**config.mk**
```make
export PLATFORM = sky130hd
export DESIGN_NAME = rtbu_ctrl
export DESIGN_NICKNAME = d
export VERILOG_FILES = /design/src/design/rtbu_pkg.sv /design/src/design/rtbu_ctrl.sv
export SDC_FILE = /design/constraint.sdc
export NUM_CORES = 1
export LEC_CHECK = 0
export BUFFER_PORTS_ARGS = -buffer_cell sky130_fd_sc_hd__buf_2
export CORE_AREA = 2 2 39 41
export CTS_BUF_LIST = sky130_fd_sc_hd__clkbuf_4 sky130_fd_sc_hd__clkbuf_8 sky130_fd_sc_hd__clkbuf_16
export DETAILED_ROUTE_END_ITERATION = 8
export DIE_AREA = 0 0 41 43
export GPL_TIMING_DRIVEN = 1
export PLACE_DENSITY = 0.67
export SYNTH_ARGS = -nofsm -noshare
export SYNTH_HDL_FRONTEND = slang
export SYNTH_SLANG_ARGS = --single-unit
```
**constraint.sdc**
```tcl
create_clock -name clk -period 2.4 [get_ports clk]
set_input_delay 0.6 -clock clk [delete_from_list [all_inputs] [get_ports clk]]
set_output_delay 0.6 -clock clk [all_outputs]
set_load 0.01 [all_outputs]
```
**src/design/rtbu_pkg.sv**
```systemverilog
// Shared types and constants for the route table batch update block.
// No dependencies; every other file imports this package.
`default_nettype none

package rtbu_pkg;

	localparam int FIELD_W     = 16;
	localparam int BATCH_DEPTH = 16;
	localparam int TABLE_DEPTH = 64;

	localparam int BATCH_AW = (BATCH_DEPTH > 1) ? $clog2(BATCH_DEPTH) : 1;
	localparam int BATCH_CW = $clog2(BATCH_DEPTH + 1);
	localparam int TABLE_AW = (TABLE_DEPTH > 1) ? $clog2(TABLE_DEPTH) : 1;
	localparam int TABLE_CW = $clog2(TABLE_DEPTH + 1);

	typedef struct packed {
		logic [FIELD_W-1:0] metric;
		logic [FIELD_W-1:0] target;
		logic [FIELD_W-1:0] next_hop;
		logic [FIELD_W-1:0] origin;
	} route_entry_t;

	typedef struct packed {
		logic         has_entry;
		route_entry_t route;
		logic         any_changed;
		logic         table_full;
		logic         delta_last;
	} delta_t;

	typedef enum logic [3:0] {
		ST_IDLE,
		ST_MERGE,
		ST_MUPD,
		ST_BRD,
		ST_BLATCH,
		ST_TSCAN,
		ST_TUPD,
		ST_ORD,
		ST_OLOAD,
		ST_OWAIT
	} ctrl_state_t;

	typedef struct packed {
		logic load_offer;
		logic merge_scan;
		logic merge_write;
		logic batch_read;
		logic entry_latch;
		logic table_scan;
		logic table_update;
		logic out_empty;
		logic out_read;
		logic out_load;
		logic out_next;
		logic batch_clear;
	} ctrl_cmd_t;

	typedef struct packed {
		logic merge_done;
		logic scan_done;
		logic offer_end;
		logic last_entry;
		logic nchg_zero;
		logic out_last;
	} ctrl_stat_t;

endpackage

`default_nettype wire

```
**src/design/rtbu_ctrl.sv**
```systemverilog
// Controller state machine: sequences merge, table scan and delta output.
// Depends on rtbu_pkg; drives rtbu_dpath through command and status structs.
`default_nettype none

module rtbu_ctrl import rtbu_pkg::*; (
	input  logic       clk,
	input  logic       arst_n,
	input  logic       in_valid,
	output logic       in_ready,
	output logic       out_valid,
	input  logic       out_ready,
	input  ctrl_stat_t stat,
	output ctrl_cmd_t  cmd
);

	ctrl_state_t state_q;
	ctrl_state_t state_nxt;

	always_ff @(posedge clk or negedge arst_n) begin
		if (!arst_n) begin
			state_q <= ST_IDLE;
		end else begin
			state_q <= state_nxt;
		end
	end

	always_comb begin
		state_nxt = state_q;
		unique case (state_q)
			ST_IDLE: begin
				if (in_valid) state_nxt = ST_MERGE;
			end
			ST_MERGE: begin
				if (stat.merge_done) state_nxt = ST_MUPD;
			end
			ST_MUPD: begin
				state_nxt = stat.offer_end ? ST_BRD : ST_IDLE;
			end
			ST_BRD:    state_nxt = ST_BLATCH;
			ST_BLATCH: state_nxt = ST_TSCAN;
			ST_TSCAN: begin
				if (stat.scan_done) state_nxt = ST_TUPD;
			end
			ST_TUPD: begin
				state_nxt = stat.last_entry ? ST_ORD : ST_BRD;
			end
			ST_ORD: begin
				state_nxt = stat.nchg_zero ? ST_OWAIT : ST_OLOAD;
			end
			ST_OLOAD: state_nxt = ST_OWAIT;
			ST_OWAIT: begin
				if (out_ready) state_nxt = stat.out_last ? ST_IDLE : ST_ORD;
			end
			default: state_nxt = ST_IDLE;
		endcase
	end

	always_comb begin
		cmd       = '0;
		in_ready  = 1'b0;
		out_valid = 1'b0;
		unique case (state_q)
			ST_IDLE: begin
				in_ready       = 1'b1;
				cmd.load_offer = in_valid;
			end
			ST_MERGE:  cmd.merge_scan   = 1'b1;
			ST_MUPD:   cmd.merge_write  = 1'b1;
			ST_BRD:    cmd.batch_read   = 1'b1;
			ST_BLATCH: cmd.entry_latch  = 1'b1;
			ST_TSCAN:  cmd.table_scan   = 1'b1;
			ST_TUPD:   cmd.table_update = 1'b1;
			ST_ORD: begin
				cmd.out_empty = stat.nchg_zero;
				cmd.out_read  = !stat.nchg_zero;
			end
			ST_OLOAD:  cmd.out_load     = 1'b1;
			ST_OWAIT: begin
				out_valid       = 1'b1;
				cmd.batch_clear = out_ready && stat.out_last;
				cmd.out_next    = out_ready && !stat.out_last;
			end
			default: begin
				cmd = '0;
			end
		endcase
	end

endmodule

`default_nettype wire

```
==> impl_metrics.tcl, run 1 <==
set metrics [dict create \
    insertion_delay_ns 0.24 \
    cts_tree "yes" \
    track_usage 0.146 \
    synthCells 55 \
    worst_pin_slew_ns 0.445 \
    design_area_um2 551 \
    dp_hpwl_um 839 \
    post-cts-setup-buffer-count 0 \
    cpMaxStageDelayCell "dfrtp_1" \
    setup_tns_ns 0 \
    period_share 0.925 \
    ys_async_sr_fraction 1.00 \
    clockBufferDepth 2 \
    nFillCells 153 \
    synthTopCellsByArea "dfrtp_1, nor2_1, nor3_1" \
    post_drt_wl_per_cell_um 11.9 \
    period_minus_slack_ns 2.22 \
    ir_worst_vdd_v 0.000382 \
    rsz0062_at_grt "false" \
    yosysMostFrequentCell "nor2_1" \
    r2r-start "state_q[3]$_DFFE_PN0P_" \
    cts_buffers 3 \
    post-route-util 0.398 \
    synth_fp_nets 65 \
    die_h_um 43 \
    powerDensity_mw_per_mm2 1090 \
    cp_num_buf_inv 1 \
    cpLargestDelayFamily "simple AND/OR/NAND/NOR gates" \
    cp_max_fo 14 \
    core-area_mm2 0.00138 \
    n_antenna_cell 0 \
    synthFlopType "dfrtp_1" \
    crit_required_ns 1.80 \
    largestRegisters "state_q: 4 flops" \
    p_leak_nw 0.283 \
    antenna_found_initial 0 \
    final_antenna_net_count 0 \
    maxCapViolCount 0 \
    place_area_um2 528 \
    grt_overflow 0 \
    setup_viol 0 \
    die-area_mm2 0.00176 \
    max_freq_ghz 0.451 \
    io_buffers 23 \
    fin_ws_ns 0.181 \
    drv_slew 0 \
    critPathCaptureType "output port" \
    io_pins 24 \
    finalHoldViolations 0 \
    largest_reg_flops 4 \
    synth_top_area_cell "dfrtp_1" \
    clk_pin_slew_ns 0.04 \
    postCtsHoldBufs 0 \
    syn_to_final_growth_pct 30.6 \
    start_kind "flop" \
    yosysWarningCount 0 \
    firstDrtPassIters 4 \
    top_register "state_q" \
    synthTopCellsByCount "nor2_1, nor3_1, nand2_1, dfrtp_1, mux2i_1" \
    crit_chain "nand2b_1 -> nor2_1 -> and2_1 -> buf_2" \
    synth_seq_area_share 0.237 \
    grt_pass1_wl_um 1730 \
    cts_root_buffer "clkbuf_4" \
    cts.sinks 4 \
    place.gp.congestion 0.870 \
    nNetsFinal 89 \
    path_class "flop to output port" \
    die_w_um 41 \
    synth_cell_types 26 \
    row_count 14 \
    max-slew-margin-rel 0.703 \
    synth_area_um2 422 \
    critical-path-max-stage-delay_ns 0.53 \
    grt_max_degree 15 \
    num_vias 486 \
    grt_pass1_vias 386 \
    outcome "finished clean" \
    viasPerCell 5.23 \
    drtIter0Drc 14 \
    synth_edf_count 0 \
    hp-class "input port to asynchronous set/reset pin" \
    htree_levels 1 \
    pre_cts_slack_ns 0.459 \
    fin_worst_skew_ns 0.000738 \
    worstPathArrival_ns 1.62 \
    synth.top_cell.area_share 0.237 \
    drt_wl_total_um 1110 \
    cts_resized 0 \
    ys_seq_elements 4 \
    drc 0 \
    avgSynthCellArea_um2 7.67 \
    drive_gt1_frac 0.390 \
    startpoint "state_q[3]$_DFFE_PN0P_" \
    initial_core_util 0.305 \
]
==> layout make-up <==
type                            instances  area, µm²  share of cell area
Multi-Input combinational cell         46        289               0.525
Timing Repair Buffer                   23        115               0.209
Sequential cell                         4        100               0.182
Clock buffer                            3       22.5              0.0409
Tap cell                               16       20.0              0.0364
Inverter                                1       3.75             0.00682
==> metal layers <==
metal  routed length [µm]  GRT usage  part of all wire  up-vias
li1                     -          -                 -      244
met1                  509      0.198              0.46      218
met2                  497      0.206              0.45       21
met3                   78     0.0314             0.070        3
met4                   25     0.0800             0.023        0
met5                    0          0                 0        -
==> stage by stage <==
| step | hold slack [ns] | std cells | total power [W] |
|---|---|---|---|
| floorplan | 0.304 | 55 | 0.000437 |
| global placement | 0.408 | 90 | 0.000513 |
| detailed placement | 0.407 | 90 | 0.000517 |
| CTS | 0.151 | 93 | 0.000606 |
| global route | 0.157 | 93 | 0.000658 |
| finish | 0.155 | 93 | 0.000602 |
==> cell usage in the layout (no fill, tap or decap), drive strengths merged, types with 2 or more instances in the layout <==
cell	synthesis	layout
a211oi	2	2
nand2b	3	3
o32ai	2	2
clkbuf	0	3
dfrtp	4	4
o21ai	2	2
and2	2	2
mux2i	3	3
nand2	6	6
buf	4	23
nor3	7	7
nor2	10	10
==> power breakdown <==
group	internal, W	switching, W
logic	0.000158	0.000174
registers	0.0000932	0.0000907
clock network	0.0000561	0.0000301
total	0.000307	0.000295
==> worst register-to-register path: stages (launching register included) <==
cell and delay [ns]:
dfrtp_1 0.61, nand2b_1 0.31, nor2_1 0.13, a211oi_1 0.27, mux2i_1 0.11
==> cell families (layout without fill, tap and decap cells) <==
logic type	count (synthesis)	in the layout	synth area share
multiplexers	3	3	0.0712
AO/OA/AOI/OAI	9	9	0.181
AND/OR/NAND/NOR	34	34	0.433
buffers and inverters	5	27	0.0771
flip-flops	4	4	0.237
==> worst paths after layout <==
| check | cells past startpoint | slack [ns] | endpoint |
|---|---|---|---|
| worst max register to register | 4 | 0.85 | state_q[0]$_DFFE_PN0P_ |
| worst max-delay path | 4 | 0.18 | cmd[4] |
| worst min register to register | 2 | 0.81 | state_q[3]$_DFFE_PN0P_ |
| min in group clk | 2 | 0.58 | state_q[2]$_DFFE_PN0P_ |
| worst min-delay path | 1 | 0.15 | state_q[3]$_DFFE_PN0P_ |
| max in group asynchronous | 1 | 2.13 | state_q[0]$_DFFE_PN0P_ |
(Power assumes the default switching activity.)
==> run 2, diff against run 1 <==
--- a/config.mk
+++ b/config.mk
@@ -6,12 +6,16 @@
 export NUM_CORES = 1
 export LEC_CHECK = 0
 export BUFFER_PORTS_ARGS = -buffer_cell sky130_fd_sc_hd__buf_2
-export CORE_AREA = 2 2 39 41
+export CELL_PAD_IN_SITES_DETAIL_PLACEMENT = 1
+export CELL_PAD_IN_SITES_GLOBAL_PLACEMENT = 1
+export CORE_MARGIN = 2
+export CORE_UTILIZATION = 30
 export CTS_BUF_LIST = sky130_fd_sc_hd__clkbuf_4 sky130_fd_sc_hd__clkbuf_8 sky130_fd_sc_hd__clkbuf_16
 export DETAILED_ROUTE_END_ITERATION = 8
-export DIE_AREA = 0 0 41 43
 export GPL_TIMING_DRIVEN = 1
-export PLACE_DENSITY = 0.67
+export PLACE_DENSITY = 0.86
+export SETUP_SLACK_MARGIN = 0.2
+export SLEW_MARGIN = 20
 export SYNTH_ARGS = -nofsm -noshare
 export SYNTH_HDL_FRONTEND = slang
 export SYNTH_SLANG_ARGS = --single-unit
==> impl_metrics.tcl, run 2 (same netlist as run 1, synthesis figures left out) <==
set metrics [dict create \
    io_buffers 23 \
    firstDrtPassIters 4 \
    cp_max_fo 14 \
    path_class "flop to output port" \
    outcome "finished clean" \
    n_antenna_cell 0 \
    r2r-start "state_q[1]$_DFFE_PN0P_" \
    largestRegisters "state_q: 4 flops" \
    place.gp.congestion 0.788 \
    final_antenna_net_count 0 \
    viasPerCell 5.26 \
    top_register "state_q" \
    p_leak_nw 0.278 \
    finalHoldViolations 0 \
    core-area_mm2 0.00130 \
    row_count 13 \
    pre_cts_slack_ns 0.432 \
    final_common_cell "buf_2" \
    grt_pass1_wl_um 2010 \
    post_drt_wl_per_cell_um 13.5 \
    ir_worst_vdd_v 0.000586 \
    cts.sinks 4 \
    drc 0 \
    fin_ws_ns 0.273 \
    clk_pin_slew_ns 0.04 \
    clockBufferDepth 2 \
    crit_required_ns 1.80 \
    cts_buffers 3 \
    die_h_um 41.5 \
    period_minus_slack_ns 2.13 \
    rsz0062_at_grt "false" \
    hp-class "input port to asynchronous set/reset pin" \
    htree_levels 1 \
    setup_tns_ns 0 \
    fin_worst_skew_ns 0.00420 \
    grt_pass1_vias 458 \
    io_pins 24 \
    startpoint "state_q[3]$_DFFE_PN0P_" \
    antenna_found_initial 0 \
    start_kind "flop" \
    dp_hpwl_um 979 \
    drt_wl_total_um 1240 \
    drv_slew 0 \
    max-slew-margin-rel 0.753 \
    critPathCaptureType "output port" \
    drive_gt1_frac 0.455 \
    track_usage 0.149 \
    syn_to_final_growth_pct 32.3 \
    cts_root_buffer "clkbuf_4" \
    insertion_delay_ns 0.24 \
    max_freq_ghz 0.470 \
    powerDensity_mw_per_mm2 1110 \
    setup_viol 0 \
    grt_overflow 0 \
    nNetsFinal 89 \
    largest_reg_flops 4 \
    drtIter0Drc 7 \
    initial_core_util 0.324 \
    layout_common_cells "buf_2, nor2_1, nor3_1, nand2_1" \
    num_vias 484 \
    nFillCells 178 \
    period_share 0.886 \
    die_w_um 41.5 \
    maxCapViolCount 0 \
    worstPathArrival_ns 1.53 \
    grt_max_degree 15 \
    worst_pin_slew_ns 0.370 \
    die-area_mm2 0.00172 \
    cts_tree "yes" \
]
[run 2: cell count changes in the layout (fill, tap and decap cells not counted)]
cell,before,now
dfrtp_1,4,1
dfrtp_2,0,3
nand2b_1,2,1
nand2b_2,1,2
nor2_1,10,9
nor2_2,0,1
[run 2: per-layer routing]
layer	track usage	wire length (µm)	up-vias
li1	-	-	245
met1	0.212	592	223
met2	0.213	567	14
met3	0.0261	63	2
met4	0.0774	16	0
met5	0	0	-
[run 2: layout make-up]
class	count	area, µm²	area share
multi-input cells	46	294	0.527
clock buffers	3	22.5	0.0404
flip-flops and latches	4	104	0.186
inverters	1	3.75	0.00673
well taps	15	18.8	0.0336
repair buffers	23	115	0.206
[run 2: through the flow]
step                cells  hold WS (ns)  area, µm²  total power [W]  utilization
global route           92         0.149        558         0.000679        0.429
detailed placement     89         0.407        527         0.000525        0.405
finish                 92         0.154        558         0.000618        0.429
global placement       89         0.406        527         0.000512        0.405
floorplan              55         0.304        422         0.000437            -
CTS                    92         0.154        553         0.000617        0.425
[run 2: power by group]
part | switching [W] | leakage, nW | internal (W)
Combinational | 0.000185 | 0.217 | 0.000160
Clock | 0.0000296 | 0.0138 | 0.0000561
Sequential | 0.0000903 | 0.0473 | 0.0000969
Total | 0.000305 | 0.278 | 0.000313
[run 2: path summary, 6_finish.rpt]
kind / to / slack (ns) / depth (start not counted)
min in group clk: state_q[2]$_DFFE_PN0P_ / 0.59 / 2
max in group asynchronous: state_q[3]$_DFFE_PN0P_ / 2.12 / 1
worst min register to register: state_q[3]$_DFFE_PN0P_ / 0.75 / 1
worst max-delay path: cmd[4] / 0.27 / 4
worst min-delay path: state_q[2]$_DFFE_PN0P_ / 0.15 / 1
worst max register to register: state_q[0]$_DFFE_PN0P_ / 0.99 / 4
[run 2: worst max-delay path, stage by stage (launching register included)]
cell	delay, ns
dfrtp_2	0.50
nand2b_2	0.28
nor2_1	0.23
and2_1	0.16
buf_2	0.12
[run 2: repair_timing]
action / CTS / global route
gates resized for setup: 2 / 3
buffers inserted: 0 / 0
hold buffers: 0 / 0
hold endpoints to repair: 0 / 0
pin swaps: 0 / 0
setup endpoints to repair: 1 / 3
==> run 3, diff against run 2 <==
--- a/config.mk
+++ b/config.mk
@@ -5,15 +5,16 @@
 export SDC_FILE = /design/constraint.sdc
 export NUM_CORES = 1
 export LEC_CHECK = 0
+export ABC_AREA = 1
 export BUFFER_PORTS_ARGS = -buffer_cell sky130_fd_sc_hd__buf_2
 export CELL_PAD_IN_SITES_DETAIL_PLACEMENT = 1
 export CELL_PAD_IN_SITES_GLOBAL_PLACEMENT = 1
 export CORE_MARGIN = 2
-export CORE_UTILIZATION = 30
+export CORE_UTILIZATION = 26
 export CTS_BUF_LIST = sky130_fd_sc_hd__clkbuf_4 sky130_fd_sc_hd__clkbuf_8 sky130_fd_sc_hd__clkbuf_16
 export DETAILED_ROUTE_END_ITERATION = 8
 export GPL_TIMING_DRIVEN = 1
-export PLACE_DENSITY = 0.86
+export PLACE_DENSITY = 0.84
 export SETUP_SLACK_MARGIN = 0.2
 export SLEW_MARGIN = 20
 export SYNTH_ARGS = -nofsm -noshare
==> impl_metrics.tcl, run 3 <==
set metrics [dict create \
    outcome "finished clean" \
    row_count 13 \
    place_inst 109 \
    clk_pin_slew_ns 0.04 \
    syn_to_final_growth_pct 40.2 \
    synth_top_area_cell "dfrtp_1" \
    power_w 0.000568 \
    core-area_mm2 0.00135 \
    firstDrtPassIters 4 \
    die_h_um 42.7 \
    worst_pin_slew_ns 0.369 \
    worstPathArrival_ns 1.40 \
    hp-class "input port to asynchronous set/reset pin" \
    synth_edf_count 0 \
    cts.sinks 4 \
    synth_area_um2 389 \
    layout.cells.non_filler 112 \
    ys_async_sr_fraction 1.00 \
    die_w_um 42.7 \
    avgSynthCellArea_um2 5.48 \
    synth_cell_types 11 \
    yosysWarningCount 0 \
    io_buffers 23 \
    die-area_mm2 0.00182 \
    start_kind "flop" \
    r2r_setup_slack_ns 1.05 \
    ir_worst_vdd_v 0.000368 \
    cts_buffers 3 \
    viasPerCell 4.54 \
    dp_hpwl_um 1080 \
    synthCells 71 \
    period_share 0.835 \
    maxCapViolCount 0 \
    critPathCaptureType "output port" \
    grt_overflow 0 \
    layout_common_cells "buf_2, inv_1, nand2_1, nor2_1, nand3_1" \
    synth_fp_nets 81 \
    initial_core_util 0.288 \
    rsz0062_at_grt "false" \
    synthTopCellsByArea "dfrtp_1, inv_1, nand2_1" \
    max-slew-margin-rel 0.753 \
    synthFlopType "dfrtp_1" \
    path_class "flop to output port" \
    drv_slew 0 \
    cts_tree "yes" \
    drive_gt1_frac 0.299 \
    finalHoldViolations 0 \
    ys_seq_elements 4 \
    pre_cts_slack_ns 0.642 \
    grt_max_degree 7 \
    top_register "state_q" \
    num_vias 508 \
    max_freq_ghz 0.499 \
    synth.top_cell.area_share 0.257 \
    synth_seq_area_share 0.257 \
    p_leak_nw 0.395 \
    cts_root_buffer "clkbuf_4" \
    largest_reg_flops 4 \
    synthTopCellsByCount "inv_1, nand2_1, nor2_1, nand3_1" \
    htree_levels 1 \
    setup_viol 0 \
    place.gp.congestion 0.743 \
    grt_pass1_vias 484 \
    postCtsHoldBufs 0 \
    n_antenna_cell 0 \
    nNetsFinal 109 \
    insertion_delay_ns 0.24 \
    fin_ws_ns 0.396 \
    nFillCells 202 \
    cp_max_fo 6 \
    largestRegisters "state_q: 4 flops" \
    period_minus_slack_ns 2.00 \
    drtIter0Drc 6 \
    post-cts-setup-buffer-count 0 \
    yosysMostFrequentCell "inv_1" \
    io_pins 24 \
    antenna_found_initial 0 \
    final_common_cell "buf_2" \
    final_antenna_net_count 0 \
    post_drt_wl_per_cell_um 11.4 \
    clockBufferDepth 2 \
    drc 0 \
    fin_worst_skew_ns 0.00434 \
    track_usage 0.145 \
    powerDensity_mw_per_mm2 1040 \
    cts_resized 0 \
    crit_required_ns 1.80 \
    grt_pass1_wl_um 1930 \
    drt_wl_total_um 1280 \
    setup_tns_ns 0 \
]
## run 3: cell types whose count changed in the layout (fill, tap and decap cells not counted), moves of 2 or more
cell	change
and2_1	-2
inv_1	+18
mux2i_1	-3
nand2_1	+9
nand3_1	+8
o21ai_0	+3
nand2b_2	-2
nor3_1	-3
a211oi_1	-2
dfrtp_1	+3
dfrtp_2	-3
nor2_1	+2
## run 3: final cells by class
type                    count  area (µm²)  area share
clock buffers               3        22.5      0.0413
repair buffers             23         115       0.211
flip-flops and latches      4         100       0.183
well taps                  15        18.8      0.0344
multi-input cells          48         218       0.399
inverters                  19        71.3       0.131
## run 3: report_power, final
group           total, W  internal, W  switching, W  leakage, nW
combinational   0.000357     0.000122      0.000235        0.329
clock          0.0000846    0.0000560     0.0000287       0.0138
sequential      0.000127    0.0000933     0.0000332       0.0520
total           0.000568     0.000271      0.000297        0.395
## run 3: cells by family (layout without fill, tap and decap cells)
kind of cell,count (synthesis),count (layout),synth area share
compound gates,5,5,0.0643
buf+inv,19,45,0.183
flops,4,4,0.257
simple gates,43,43,0.495
## run 3: final timing paths
path | from | end | depth (start not counted)
setup / recovery | state_q[3]$_DFFE_PN0P_ | cmd[11] | 4
hold / removal | arst_n | state_q[3]$_DFFE_PN0P_ | 1
setup reg to reg | state_q[3]$_DFFE_PN0P_ | state_q[0]$_DFFE_PN0P_ | 6
hold reg to reg | state_q[0]$_DFFE_PN0P_ | state_q[0]$_DFFE_PN0P_ | 2
max in group asynchronous | arst_n | state_q[1]$_DFFE_PN0P_ | 1
min in group clk | state_q[0]$_DFFE_PN0P_ | state_q[0]$_DFFE_PN0P_ | 2
## run 3: worst max-delay path, stage by stage, from the launching register on
cell and delay (ns):
dfrtp_1 0.40, nor2_1 0.33, inv_1 0.12, nor3_1 0.15, buf_2 0.16
## run 3: routing by layer
layer  wire [µm]  vias to the layer above  global-route usage
met5           0                        -                   0
met4          29                        0               0.113
met3          67                        4              0.0128
met2         594                       18               0.239
met1         584                      217               0.168
li1            -                      269                   -
## run 3: stage by stage
stage               hold WS, ns  utilization  area [µm²]
global placement          0.407        0.387         523
detailed placement        0.407        0.387         523
finish                    0.153        0.404         546
global route              0.161        0.404         546
floorplan                 0.304            -         389
CTS                       0.155        0.404         546
